**config.mk**
```make
export PLATFORM = sky130hd
export DESIGN_NAME = framebuffer_write_sequencer_top_flat
export DESIGN_NICKNAME = d
export VERILOG_FILES = /design/src/sv/fbws_pkg.sv /design/src/sv/fbws_if.sv /design/src/sv/fbws_seq.sv /design/src/sv/framebuffer_write_sequencer_top.sv /design/src/flat_wrapper.sv
export SDC_FILE = /design/constraint.sdc
export NUM_CORES = 1
export LEC_CHECK = 0
export ABC_CLOCK_PERIOD_IN_PS = 5800
export BUFFER_PORTS_ARGS = -buffer_cell sky130_fd_sc_hd__buf_2
export CAP_MARGIN = 20
export CORE_ASPECT_RATIO = 1.25
export CORE_MARGIN = 1.5
export CORE_UTILIZATION = 40
export DETAILED_ROUTE_END_ITERATION = 10
export PLACE_DENSITY = 0.6
export SETUP_SLACK_MARGIN = 0.15
export SKIP_LAST_GASP = 1
export SYNTH_ARGS = -nofsm -noshare
export SYNTH_HDL_FRONTEND = slang
export SYNTH_HIERARCHICAL = 1
export SYNTH_SLANG_ARGS = --single-unit
```
**constraint.sdc**
```tcl
create_clock -name clk -period 5.8 [get_ports clk]
set_input_delay 0.58 -clock clk [delete_from_list [all_inputs] [get_ports clk]]
set_output_delay 0.58 -clock clk [all_outputs]
set_load 0.02 [all_outputs]
```
**src/sv/fbws_pkg.sv**
```systemverilog
// ----------------------------------------------------------------------------
// fbws_pkg
// shared types and constants of the frame buffer write sequencer
// ----------------------------------------------------------------------------
package fbws_pkg;

	localparam int unsigned MAX_WIDTH_DEF      = 2048;
	localparam int unsigned MAX_HEIGHT_DEF     = 2048;
	localparam int unsigned MAX_COMPONENTS_DEF = 4;

	localparam int unsigned OFFSET_W = 12;
	localparam int unsigned DATA_W   = 32;
	localparam int unsigned ADDR_W   = 22;
	localparam int unsigned COUNT_W  = 32;

	localparam logic CMD_READ  = 1'b0;
	localparam logic CMD_WRITE = 1'b1;

	localparam logic [OFFSET_W-1:0] DATA_OFFSET    = 12'h000;
	localparam logic [OFFSET_W-1:0] IGNORED_OFFSET = 12'h880;

	typedef struct packed {
		logic                command;
		logic [OFFSET_W-1:0] offset;
		logic [DATA_W-1:0]   write_data;
	} item_t;

	typedef struct packed {
		logic              bad_offset;
		logic              pixel_write;
		logic              buffer_half;
		logic [ADDR_W-1:0] pixel_address;
		logic [DATA_W-1:0] pixel_data;
		logic              frame_done;
		logic              limit_reached;
		logic              setup_complete;
	} result_t;

endpackage

```
**src/sv/fbws_if.sv**
```systemverilog
// ----------------------------------------------------------------------------
// fbws interfaces
// valid/ready channels for bus accesses and for results
// ----------------------------------------------------------------------------
interface fbws_in_if;
	logic                          valid;
	logic                          ready;
	logic                          command;
	logic [fbws_pkg::OFFSET_W-1:0] offset;
	logic [fbws_pkg::DATA_W-1:0]   write_data;

	modport source (output valid, output command, output offset, output write_data,
		input ready);
	modport sink (input valid, input command, input offset, input write_data,
		output ready);
endinterface

interface fbws_out_if;
	logic                        valid;
	logic                        ready;
	logic                        bad_offset;
	logic                        pixel_write;
	logic                        buffer_half;
	logic [fbws_pkg::ADDR_W-1:0] pixel_address;
	logic [fbws_pkg::DATA_W-1:0] pixel_data;
	logic                        frame_done;
	logic                        limit_reached;
	logic                        setup_complete;

	modport source (output valid, output bad_offset, output pixel_write,
		output buffer_half, output pixel_address, output pixel_data,
		output frame_done, output limit_reached, output setup_complete, input ready);
	modport sink (input valid, input bad_offset, input pixel_write,
		input buffer_half, input pixel_address, input pixel_data,
		input frame_done, input limit_reached, input setup_complete, output ready);
	modport mon (input valid, input bad_offset, input pixel_write,
		input buffer_half, input pixel_address, input pixel_data,
		input frame_done, input limit_reached, input setup_complete, input ready);
endinterface

```
**src/sv/fbws_seq.sv**
```systemverilog
// ----------------------------------------------------------------------------
// fbws_seq
// setup registers, column/row counters, running row base and frame state;
// forms the result of one access and advances the state when stepped
// ----------------------------------------------------------------------------
module fbws_seq #(
	parameter int unsigned MAX_WIDTH      = fbws_pkg::MAX_WIDTH_DEF,
	parameter int unsigned MAX_HEIGHT     = fbws_pkg::MAX_HEIGHT_DEF,
	parameter int unsigned MAX_COMPONENTS = fbws_pkg::MAX_COMPONENTS_DEF
) (
	input  logic                         clk,
	input  logic                         arst_n,
	input  logic                         step,
	input  fbws_pkg::item_t              item,
	input  logic [fbws_pkg::COUNT_W-1:0] frame_limit,
	output fbws_pkg::result_t            result
);

	localparam int unsigned WW   = $clog2(MAX_WIDTH + 1);
	localparam int unsigned HW   = $clog2(MAX_HEIGHT + 1);
	localparam int unsigned CW   = $clog2(MAX_COMPONENTS + 1);
	localparam int unsigned RW_W = $clog2((MAX_WIDTH / 4) * MAX_COMPONENTS + 1);
	localparam int unsigned AW   = fbws_pkg::ADDR_W;
	localparam int unsigned DW   = fbws_pkg::DATA_W;
	localparam int unsigned NW   = fbws_pkg::COUNT_W;

	logic [WW-1:0]   width_q, width_d;
	logic [HW-1:0]   height_q, height_d;
	logic [CW-1:0]   comp_q, comp_d;
	logic            ready_q, ready_d;
	logic [RW_W-1:0] row_words_q, row_words_d;
	logic [RW_W-1:0] col_q, col_d;
	logic [HW-1:0]   row_q, row_d;
	logic [AW-1:0]   row_base_q, row_base_d;
	logic            half_q, half_d;
	logic [NW-1:0]   frame_q, frame_d;

	logic [WW-1:0]   width_clamp;
	logic [HW-1:0]   height_clamp;
	logic [CW-1:0]   comp_clamp;
	logic [RW_W-1:0] row_len;
	logic [RW_W:0]   col_inc;
	logic [HW:0]     row_inc;
	logic [NW-1:0]   frame_inc;

	assign width_clamp  = (item.write_data > DW'(MAX_WIDTH)) ? WW'(MAX_WIDTH)
		: item.write_data[WW-1:0];
	assign height_clamp = (item.write_data > DW'(MAX_HEIGHT)) ? HW'(MAX_HEIGHT)
		: item.write_data[HW-1:0];
	assign comp_clamp   = (item.write_data > DW'(MAX_COMPONENTS)) ? CW'(MAX_COMPONENTS)
		: item.write_data[CW-1:0];
	assign row_len      = RW_W'(width_q >> 2) * RW_W'(comp_clamp);
	assign col_inc      = {1'b0, col_q} + (RW_W+1)'(1);
	assign row_inc      = {1'b0, row_q} + (HW+1)'(1);
	assign frame_inc    = frame_q + NW'(1);

	always_comb begin
		width_d     = width_q;
		height_d    = height_q;
		comp_d      = comp_q;
		ready_d     = ready_q;
		row_words_d = row_words_q;
		col_d       = col_q;
		row_d       = row_q;
		row_base_d  = row_base_q;
		half_d      = half_q;
		frame_d     = frame_q;

		result                = '0;
		result.buffer_half    = half_q;

		if (item.command == fbws_pkg::CMD_WRITE) begin
			if (item.offset == fbws_pkg::DATA_OFFSET) begin
				if (!ready_q) begin
					if (width_q == '0) begin
						width_d = width_clamp;
					end else if (height_q == '0) begin
						height_d = height_clamp;
					end else begin
						comp_d      = comp_clamp;
						row_words_d = (row_len == '0) ? RW_W'(1) : row_len;
						col_d       = '0;
						row_d       = '0;
						row_base_d  = '0;
						ready_d     = 1'b1;
					end
				end else begin
					result.pixel_write   = 1'b1;
					result.pixel_address = row_base_q + AW'(col_q);
					result.pixel_data    = item.write_data;
					col_d = col_inc[RW_W-1:0];
					if (col_inc >= {1'b0, row_words_q}) begin
						col_d      = '0;
						row_d      = row_inc[HW-1:0];
						row_base_d = row_base_q + AW'(row_words_q);
						if (row_inc >= {1'b0, height_q}) begin
							row_d             = '0;
							row_base_d        = '0;
							frame_d           = frame_inc;
							half_d            = ~half_q;
							result.frame_done = 1'b1;
							result.limit_reached = (frame_limit != '0)
								&& (frame_inc == frame_limit);
						end
					end
				end
			end else if (item.offset != fbws_pkg::IGNORED_OFFSET) begin
				result.bad_offset = 1'b1;
			end
		end
		result.setup_complete = ready_d;
	end

	always_ff @(posedge clk or negedge arst_n) begin
		if (!arst_n) begin
			width_q     <= '0;
			height_q    <= '0;
			comp_q      <= '0;
			ready_q     <= 1'b0;
			row_words_q <= '0;
			col_q       <= '0;
			row_q       <= '0;
			row_base_q  <= '0;
			half_q      <= 1'b0;
			frame_q     <= '0;
		end else if (step) begin
			width_q     <= width_d;
			height_q    <= height_d;
			comp_q      <= comp_d;
			ready_q     <= ready_d;
			row_words_q <= row_words_d;
			col_q       <= col_d;
			row_q       <= row_d;
			row_base_q  <= row_base_d;
			half_q      <= half_d;
			frame_q     <= frame_d;
		end
	end

endmodule

```
**src/sv/framebuffer_write_sequencer_top.sv**
```systemverilog
// ----------------------------------------------------------------------------
// framebuffer_write_sequencer_top
// bus slave that loads image setup and sequences pixel word writes into a
// double-buffered frame store
// ----------------------------------------------------------------------------
//  channel   modport  role
//  bus       sink     bus accesses (command, offset, write_data)
//  result    source   one result per access
//  cfg_wr_*  -        frame_limit register write
//
// one transfer per cycle sustained while result.ready holds; an access enters the
// input register at its transfer, moves on to the result register and leaves
// from there as a result transfer
// state advances when an access moves from the input register to the result
// register, so stalls on result hold everything in place
// reset clears setup, counters, frame state, frame_limit and both valid bits
module framebuffer_write_sequencer_top #(
	parameter int unsigned MAX_WIDTH      = fbws_pkg::MAX_WIDTH_DEF,
	parameter int unsigned MAX_HEIGHT     = fbws_pkg::MAX_HEIGHT_DEF,
	parameter int unsigned MAX_COMPONENTS = fbws_pkg::MAX_COMPONENTS_DEF
) (
	input  logic                         clk,
	input  logic                         arst_n,
	input  logic                         cfg_wr_en,
	input  logic [fbws_pkg::COUNT_W-1:0] cfg_wr_data,
	fbws_in_if.sink                      bus,
	fbws_out_if.source                   result
);

	logic [fbws_pkg::COUNT_W-1:0] frame_limit_q;
	logic                         valid_s1, valid_s2;
	fbws_pkg::item_t              item_s1;
	fbws_pkg::result_t            res_s2;
	fbws_pkg::result_t            res_comb;
	logic                         adv_s1;

	assign adv_s1    = valid_s1 && (!valid_s2 || result.ready);
	assign bus.ready = !valid_s1 || adv_s1;

	always_ff @(posedge clk or negedge arst_n) begin
		if (!arst_n) begin
			frame_limit_q <= '0;
		end else if (cfg_wr_en) begin
			frame_limit_q <= cfg_wr_data;
		end
	end

	always_ff @(posedge clk or negedge arst_n) begin
		if (!arst_n) begin
			valid_s1 <= 1'b0;
			valid_s2 <= 1'b0;
		end else begin
			if (bus.ready) begin
				valid_s1 <= bus.valid;
			end
			if (!valid_s2 || result.ready) begin
				valid_s2 <= valid_s1;
			end
		end
	end

	always_ff @(posedge clk) begin
		if (bus.valid && bus.ready) begin
			item_s1.command    <= bus.command;
			item_s1.offset     <= bus.offset;
			item_s1.write_data <= bus.write_data;
		end
		if (adv_s1) begin
			res_s2 <= res_comb;
		end
	end

	fbws_seq #(
		.MAX_WIDTH      (MAX_WIDTH),
		.MAX_HEIGHT     (MAX_HEIGHT),
		.MAX_COMPONENTS (MAX_COMPONENTS)
	) u_seq (
		.clk         (clk),
		.arst_n      (arst_n),
		.step        (adv_s1),
		.item        (item_s1),
		.frame_limit (frame_limit_q),
		.result      (res_comb)
	);

	assign result.valid          = valid_s2;
	assign result.bad_offset     = res_s2.bad_offset;
	assign result.pixel_write    = res_s2.pixel_write;
	assign result.buffer_half    = res_s2.buffer_half;
	assign result.pixel_address  = res_s2.pixel_address;
	assign result.pixel_data     = res_s2.pixel_data;
	assign result.frame_done     = res_s2.frame_done;
	assign result.limit_reached  = res_s2.limit_reached;
	assign result.setup_complete = res_s2.setup_complete;

endmodule

```
**src/flat_wrapper.sv**
```systemverilog
// flat-port wrapper written by rule: the top's interface ports become plain ports
module framebuffer_write_sequencer_top_flat 
#(
	parameter int unsigned MAX_WIDTH      = fbws_pkg::MAX_WIDTH_DEF,
	parameter int unsigned MAX_HEIGHT     = fbws_pkg::MAX_HEIGHT_DEF,
	parameter int unsigned MAX_COMPONENTS = fbws_pkg::MAX_COMPONENTS_DEF
)
  (clk, arst_n, cfg_wr_en, cfg_wr_data, bus_valid, bus_command, bus_offset, bus_write_data, bus_ready, result_valid, result_bad_offset, result_pixel_write, result_buffer_half, result_pixel_address, result_pixel_data, result_frame_done, result_limit_reached, result_setup_complete, result_ready);
  fbws_in_if bus_i ();
  fbws_out_if result_i ();
  input  logic clk;
  input  logic arst_n;
  input  logic cfg_wr_en;
  input  logic [fbws_pkg::COUNT_W-1:0] cfg_wr_data;
  input wire logic [$bits(bus_i.valid)-1:0] bus_valid;
  input wire logic [$bits(bus_i.command)-1:0] bus_command;
  input wire logic [$bits(bus_i.offset)-1:0] bus_offset;
  input wire logic [$bits(bus_i.write_data)-1:0] bus_write_data;
  output wire logic [$bits(bus_i.ready)-1:0] bus_ready;
  output wire logic [$bits(result_i.valid)-1:0] result_valid;
  output wire logic [$bits(result_i.bad_offset)-1:0] result_bad_offset;
  output wire logic [$bits(result_i.pixel_write)-1:0] result_pixel_write;
  output wire logic [$bits(result_i.buffer_half)-1:0] result_buffer_half;
  output wire logic [$bits(result_i.pixel_address)-1:0] result_pixel_address;
  output wire logic [$bits(result_i.pixel_data)-1:0] result_pixel_data;
  output wire logic [$bits(result_i.frame_done)-1:0] result_frame_done;
  output wire logic [$bits(result_i.limit_reached)-1:0] result_limit_reached;
  output wire logic [$bits(result_i.setup_complete)-1:0] result_setup_complete;
  input wire logic [$bits(result_i.ready)-1:0] result_ready;
  assign bus_i.valid = bus_valid;
  assign bus_i.command = bus_command;
  assign bus_i.offset = bus_offset;
  assign bus_i.write_data = bus_write_data;
  assign bus_ready = bus_i.ready;
  assign result_valid = result_i.valid;
  assign result_bad_offset = result_i.bad_offset;
  assign result_pixel_write = result_i.pixel_write;
  assign result_buffer_half = result_i.buffer_half;
  assign result_pixel_address = result_i.pixel_address;
  assign result_pixel_data = result_i.pixel_data;
  assign result_frame_done = result_i.frame_done;
  assign result_limit_reached = result_i.limit_reached;
  assign result_setup_complete = result_i.setup_complete;
  assign result_i.ready = result_ready;
  framebuffer_write_sequencer_top #(.MAX_WIDTH(MAX_WIDTH), .MAX_HEIGHT(MAX_HEIGHT), .MAX_COMPONENTS(MAX_COMPONENTS)) u_core (.clk(clk), .arst_n(arst_n), .cfg_wr_en(cfg_wr_en), .cfg_wr_data(cfg_wr_data), .bus(bus_i), .result(result_i));
endmodule
```
==> out/results.ini <==
[detailed_routing]
drt_iter0_markers = 409
wl_per_cell_um = 17.0
route.detailed.drc = 0
dr.pass1.iters = 4
detail-route-antenna-nets = 0
via_count = 10000
via_per_inst = 5.25
drt_wl_total_um = 32500

[worst_hold_path]
min_path_type = input port to async pin

[sta]
whs_ns = 0.130
hold_viol = 0
finalCritPeriodShare_pct = 89.0
max_freq_ghz = 0.194
report.final.slew_viol_count = 0
postLayoutSetupSlackWorst_ns = 0.639
maxSlewHeadroom_pct = 31.5
setup_tns_ns = 0
rsz0062_at_grt = no
tightest_slew_ns = 1.03
period_needed_ns = 5.16
setup_viol = 0
fin_skew_ns = 0.0190

[yosys]
synth-seq-cells = 255
synth_nets = 1437
synth_edf_count = 105
synth.top_cell.area_share_pct = 26.9
syn_inst = 1282
async_flop_share_pct = 58.8
ys_types = 75
yosysMostFrequentCell = dfrtp_1
synthFlopType = dfrtp_1
synth.area.top_cells = dfrtp_1 27%, edfxtp_1 23%, ha_1 5.6%
synth_top_area_cell = dfrtp_1
synth_common_cells = 150 x dfrtp_1, 127 x nand2_1, 105 x edfxtp_1
synth.avg_cell_area_sq_um = 10.9
synth_area_sq_um = 13900
synth_warnings = 6
yosysSeqAreaShare_pct = 49.6

[finish]
fin_util_pct = 46.4
final_nets = 1568
register_area_sq_um = 6910
final-instance-count-excl-fill = 1905
drive_above_1_share_pct = 18.4
syn2layout_area_growth_pct = 14.6
multi_input_area_sq_um = 6490
n_fill_cell = 3278

[critical_path]
critPathMaxFanout = 13
slowest_delay_ns = 0.74
crit_chain = nor4_1 -> nand3_1 -> or4_1 -> nor2_1 -> and2_1 -> fa_1 -> ha_1 -> fa_1 -> a21o_1 -> a221o_1 -> nor3_1 -> o21bai_1 -> xor2_1 -> or4b_1 -> o31ai_1
end_kind = register
crit_path_top_delay_cell = or4_1
crit_path_start_kind = register
critical-path-top-cell-by-count = fa_1
crit_arrival_ns = 5.63
worstPathRequired_ns = 6.26
worstSetupPathType = register to register

[cts]
clkTransAtPathRegs_ns = 0.06
cts_tree = built
post_cts.repair.setup_buffers = 0
cts_resized = 0
clk_latency_ns = 0.56
root_buffer = clkbuf_16
cts_buffer_depth = 3
clock_sinks = 255
htree_levels = 1
cts_hold_buf = 0
cts_buffers = 27

[floorplanning]
row_count = 76
start_util_pct = 40.5
coreArea_sq_um = 34400
die_x_um = 170
die_y_um = 212
die_area_sq_um = 36000
pin_count = 144

[pwr]
p_leak_nw = 7.17
peakVddDrop_uv = 194
p_per_area_nw_per_um2 = 255

[global_routing]
grt_max_degree = 99
grt_overflow = 0
grt_pass1_wl_um = 53200
antenna_found_initial = 3
grt_use_total_pct = 18.6
grt_pass1_vias = 10200

[placed_design]
place_ws_ns = 0.651
numPortBuffers = 143
dpl.cell_count = 1852
gp_congestion = 0.832
post-dp-hpwl_um = 23700

[run_status]
status = finished clean

[job]
maxCapViolCount = 0

## cell families (layout without fill, tap and decap cells)
kind of cell             Yosys count  in the layout  share of synthesized area (%)
AND/OR/NAND/NOR                  465            465                           17.5
flip-flops                       255            255                           49.6
multiplexers                      38             38                           3.86
other                              0              3                              0
AO/OA/AOI/OAI                    210            210                           9.81
XOR/XNOR                         129            129                           8.11
buffers and inverters            112            264                           4.00
adder cells (fa/ha/maj)           73             73                           7.15
## power by group
group	switching, W	internal (W)	total, W
registers	0.0000465	0.00196	0.00200
clock network	0.000739	0.00110	0.00184
logic	0.000135	0.0000998	0.000234
total	0.000920	0.00316	0.00408
## worst max-delay path: cells and delay by family, from the launching register on
kind,cells,cell delay (ns)
AO/OA/AOI/OAI,4,0.84
XOR/XNOR,1,0.15
AND/OR/NAND/NOR,7,2.57
adder cells (fa/ha/maj),3,1.06
flip-flops,1,0.43
## per-stage QoR
stage	power [W]	cell area [sq um]
2_1_floorplan	0.00217	13900
3_3_place_gp	0.00228	15000
3_5_place_dp	0.00228	15000
4_1_cts	0.00414	16000
5_1_grt	0.00423	16000
6_report	0.00408	16000
## sequential cells by signal, indices dropped and copies added (netlist names), 12 cells and up
name	count
u_core/u_seq/row_q	12
u_core/frame_limit_q	32
u_core/result.pixel_address	22
u_core/u_seq/frame_q	32
u_core/u_seq/row_base_q	22
u_core/result.pixel_data	32
u_core/u_seq/width_q	12
u_core/u_seq/height_q	12
u_core/u_seq/row_words_q	12
u_core/u_seq/col_q	12
u_core/item_s1	45
## layout by cell type, fill, tap and decap left out, types with 27 or more instances in the layout
cell type	instances
xnor2_1	80
nand4_1	27
dfrtp_1	150
o21ai_0	68
nand3_1	56
inv_1	58
nor2_1	75
a21oi_1	29
and3_1	48
ha_1	62
nor4_1	32
mux2_4	30
clkbuf_16	27
edfxtp_1	105
buf_2	142
nand2_1	127
xor2_1	49
## cell type report
| class | instances | share of cell area [%] |
|---|---|---|
| multi-input combinational | 915 | 40.6 |
| clock inverter | 15 | 1.17 |
| timing repair buffer | 156 | 5.13 |
| clock buffer | 35 | 4.73 |
| inverter | 58 | 1.36 |
| tap | 468 | 3.67 |
| sequential | 255 | 43.2 |
| antenna | 3 | 0.0470 |
## path summary, 6_finish.rpt
| path | from | endpoint | slack, ns | depth (start not counted) |
|---|---|---|---|---|
| setup / recovery | u_core/item_s1[7] | u_core/u_seq/row_words_q[0] | 0.64 | 15 |
| hold / removal | arst_n | u_core/frame_limit_q[12] | 0.13 | 1 |
| setup reg to reg | u_core/item_s1[7] | u_core/u_seq/row_words_q[0] | 0.64 | 15 |
| hold reg to reg | u_core/u_seq/width_q[0] | u_core/u_seq/width_q[0] | 0.46 | 1 |
| max in group asynchronous | arst_n | u_core/u_seq/row_base_q[4] | 4.41 | 2 |
| min in group clk | bus_offset[9] | u_core/item_s1[41] | 0.20 | 1 |
## layer usage
metal | track usage [%] | share of wire [%] | wire length [um] | up-vias
met5 | 0 | 0 | 0 | -
met4 | 6.16 | 2.5 | 811 | 0
met3 | 2.86 | 3.9 | 1270 | 51
met2 | 34.0 | 52 | 16800 | 181
met1 | 22.1 | 42 | 13600 | 4882
li1 | - | - | - | 4890
No activity file was read; power rests on OpenSTA's default activity.
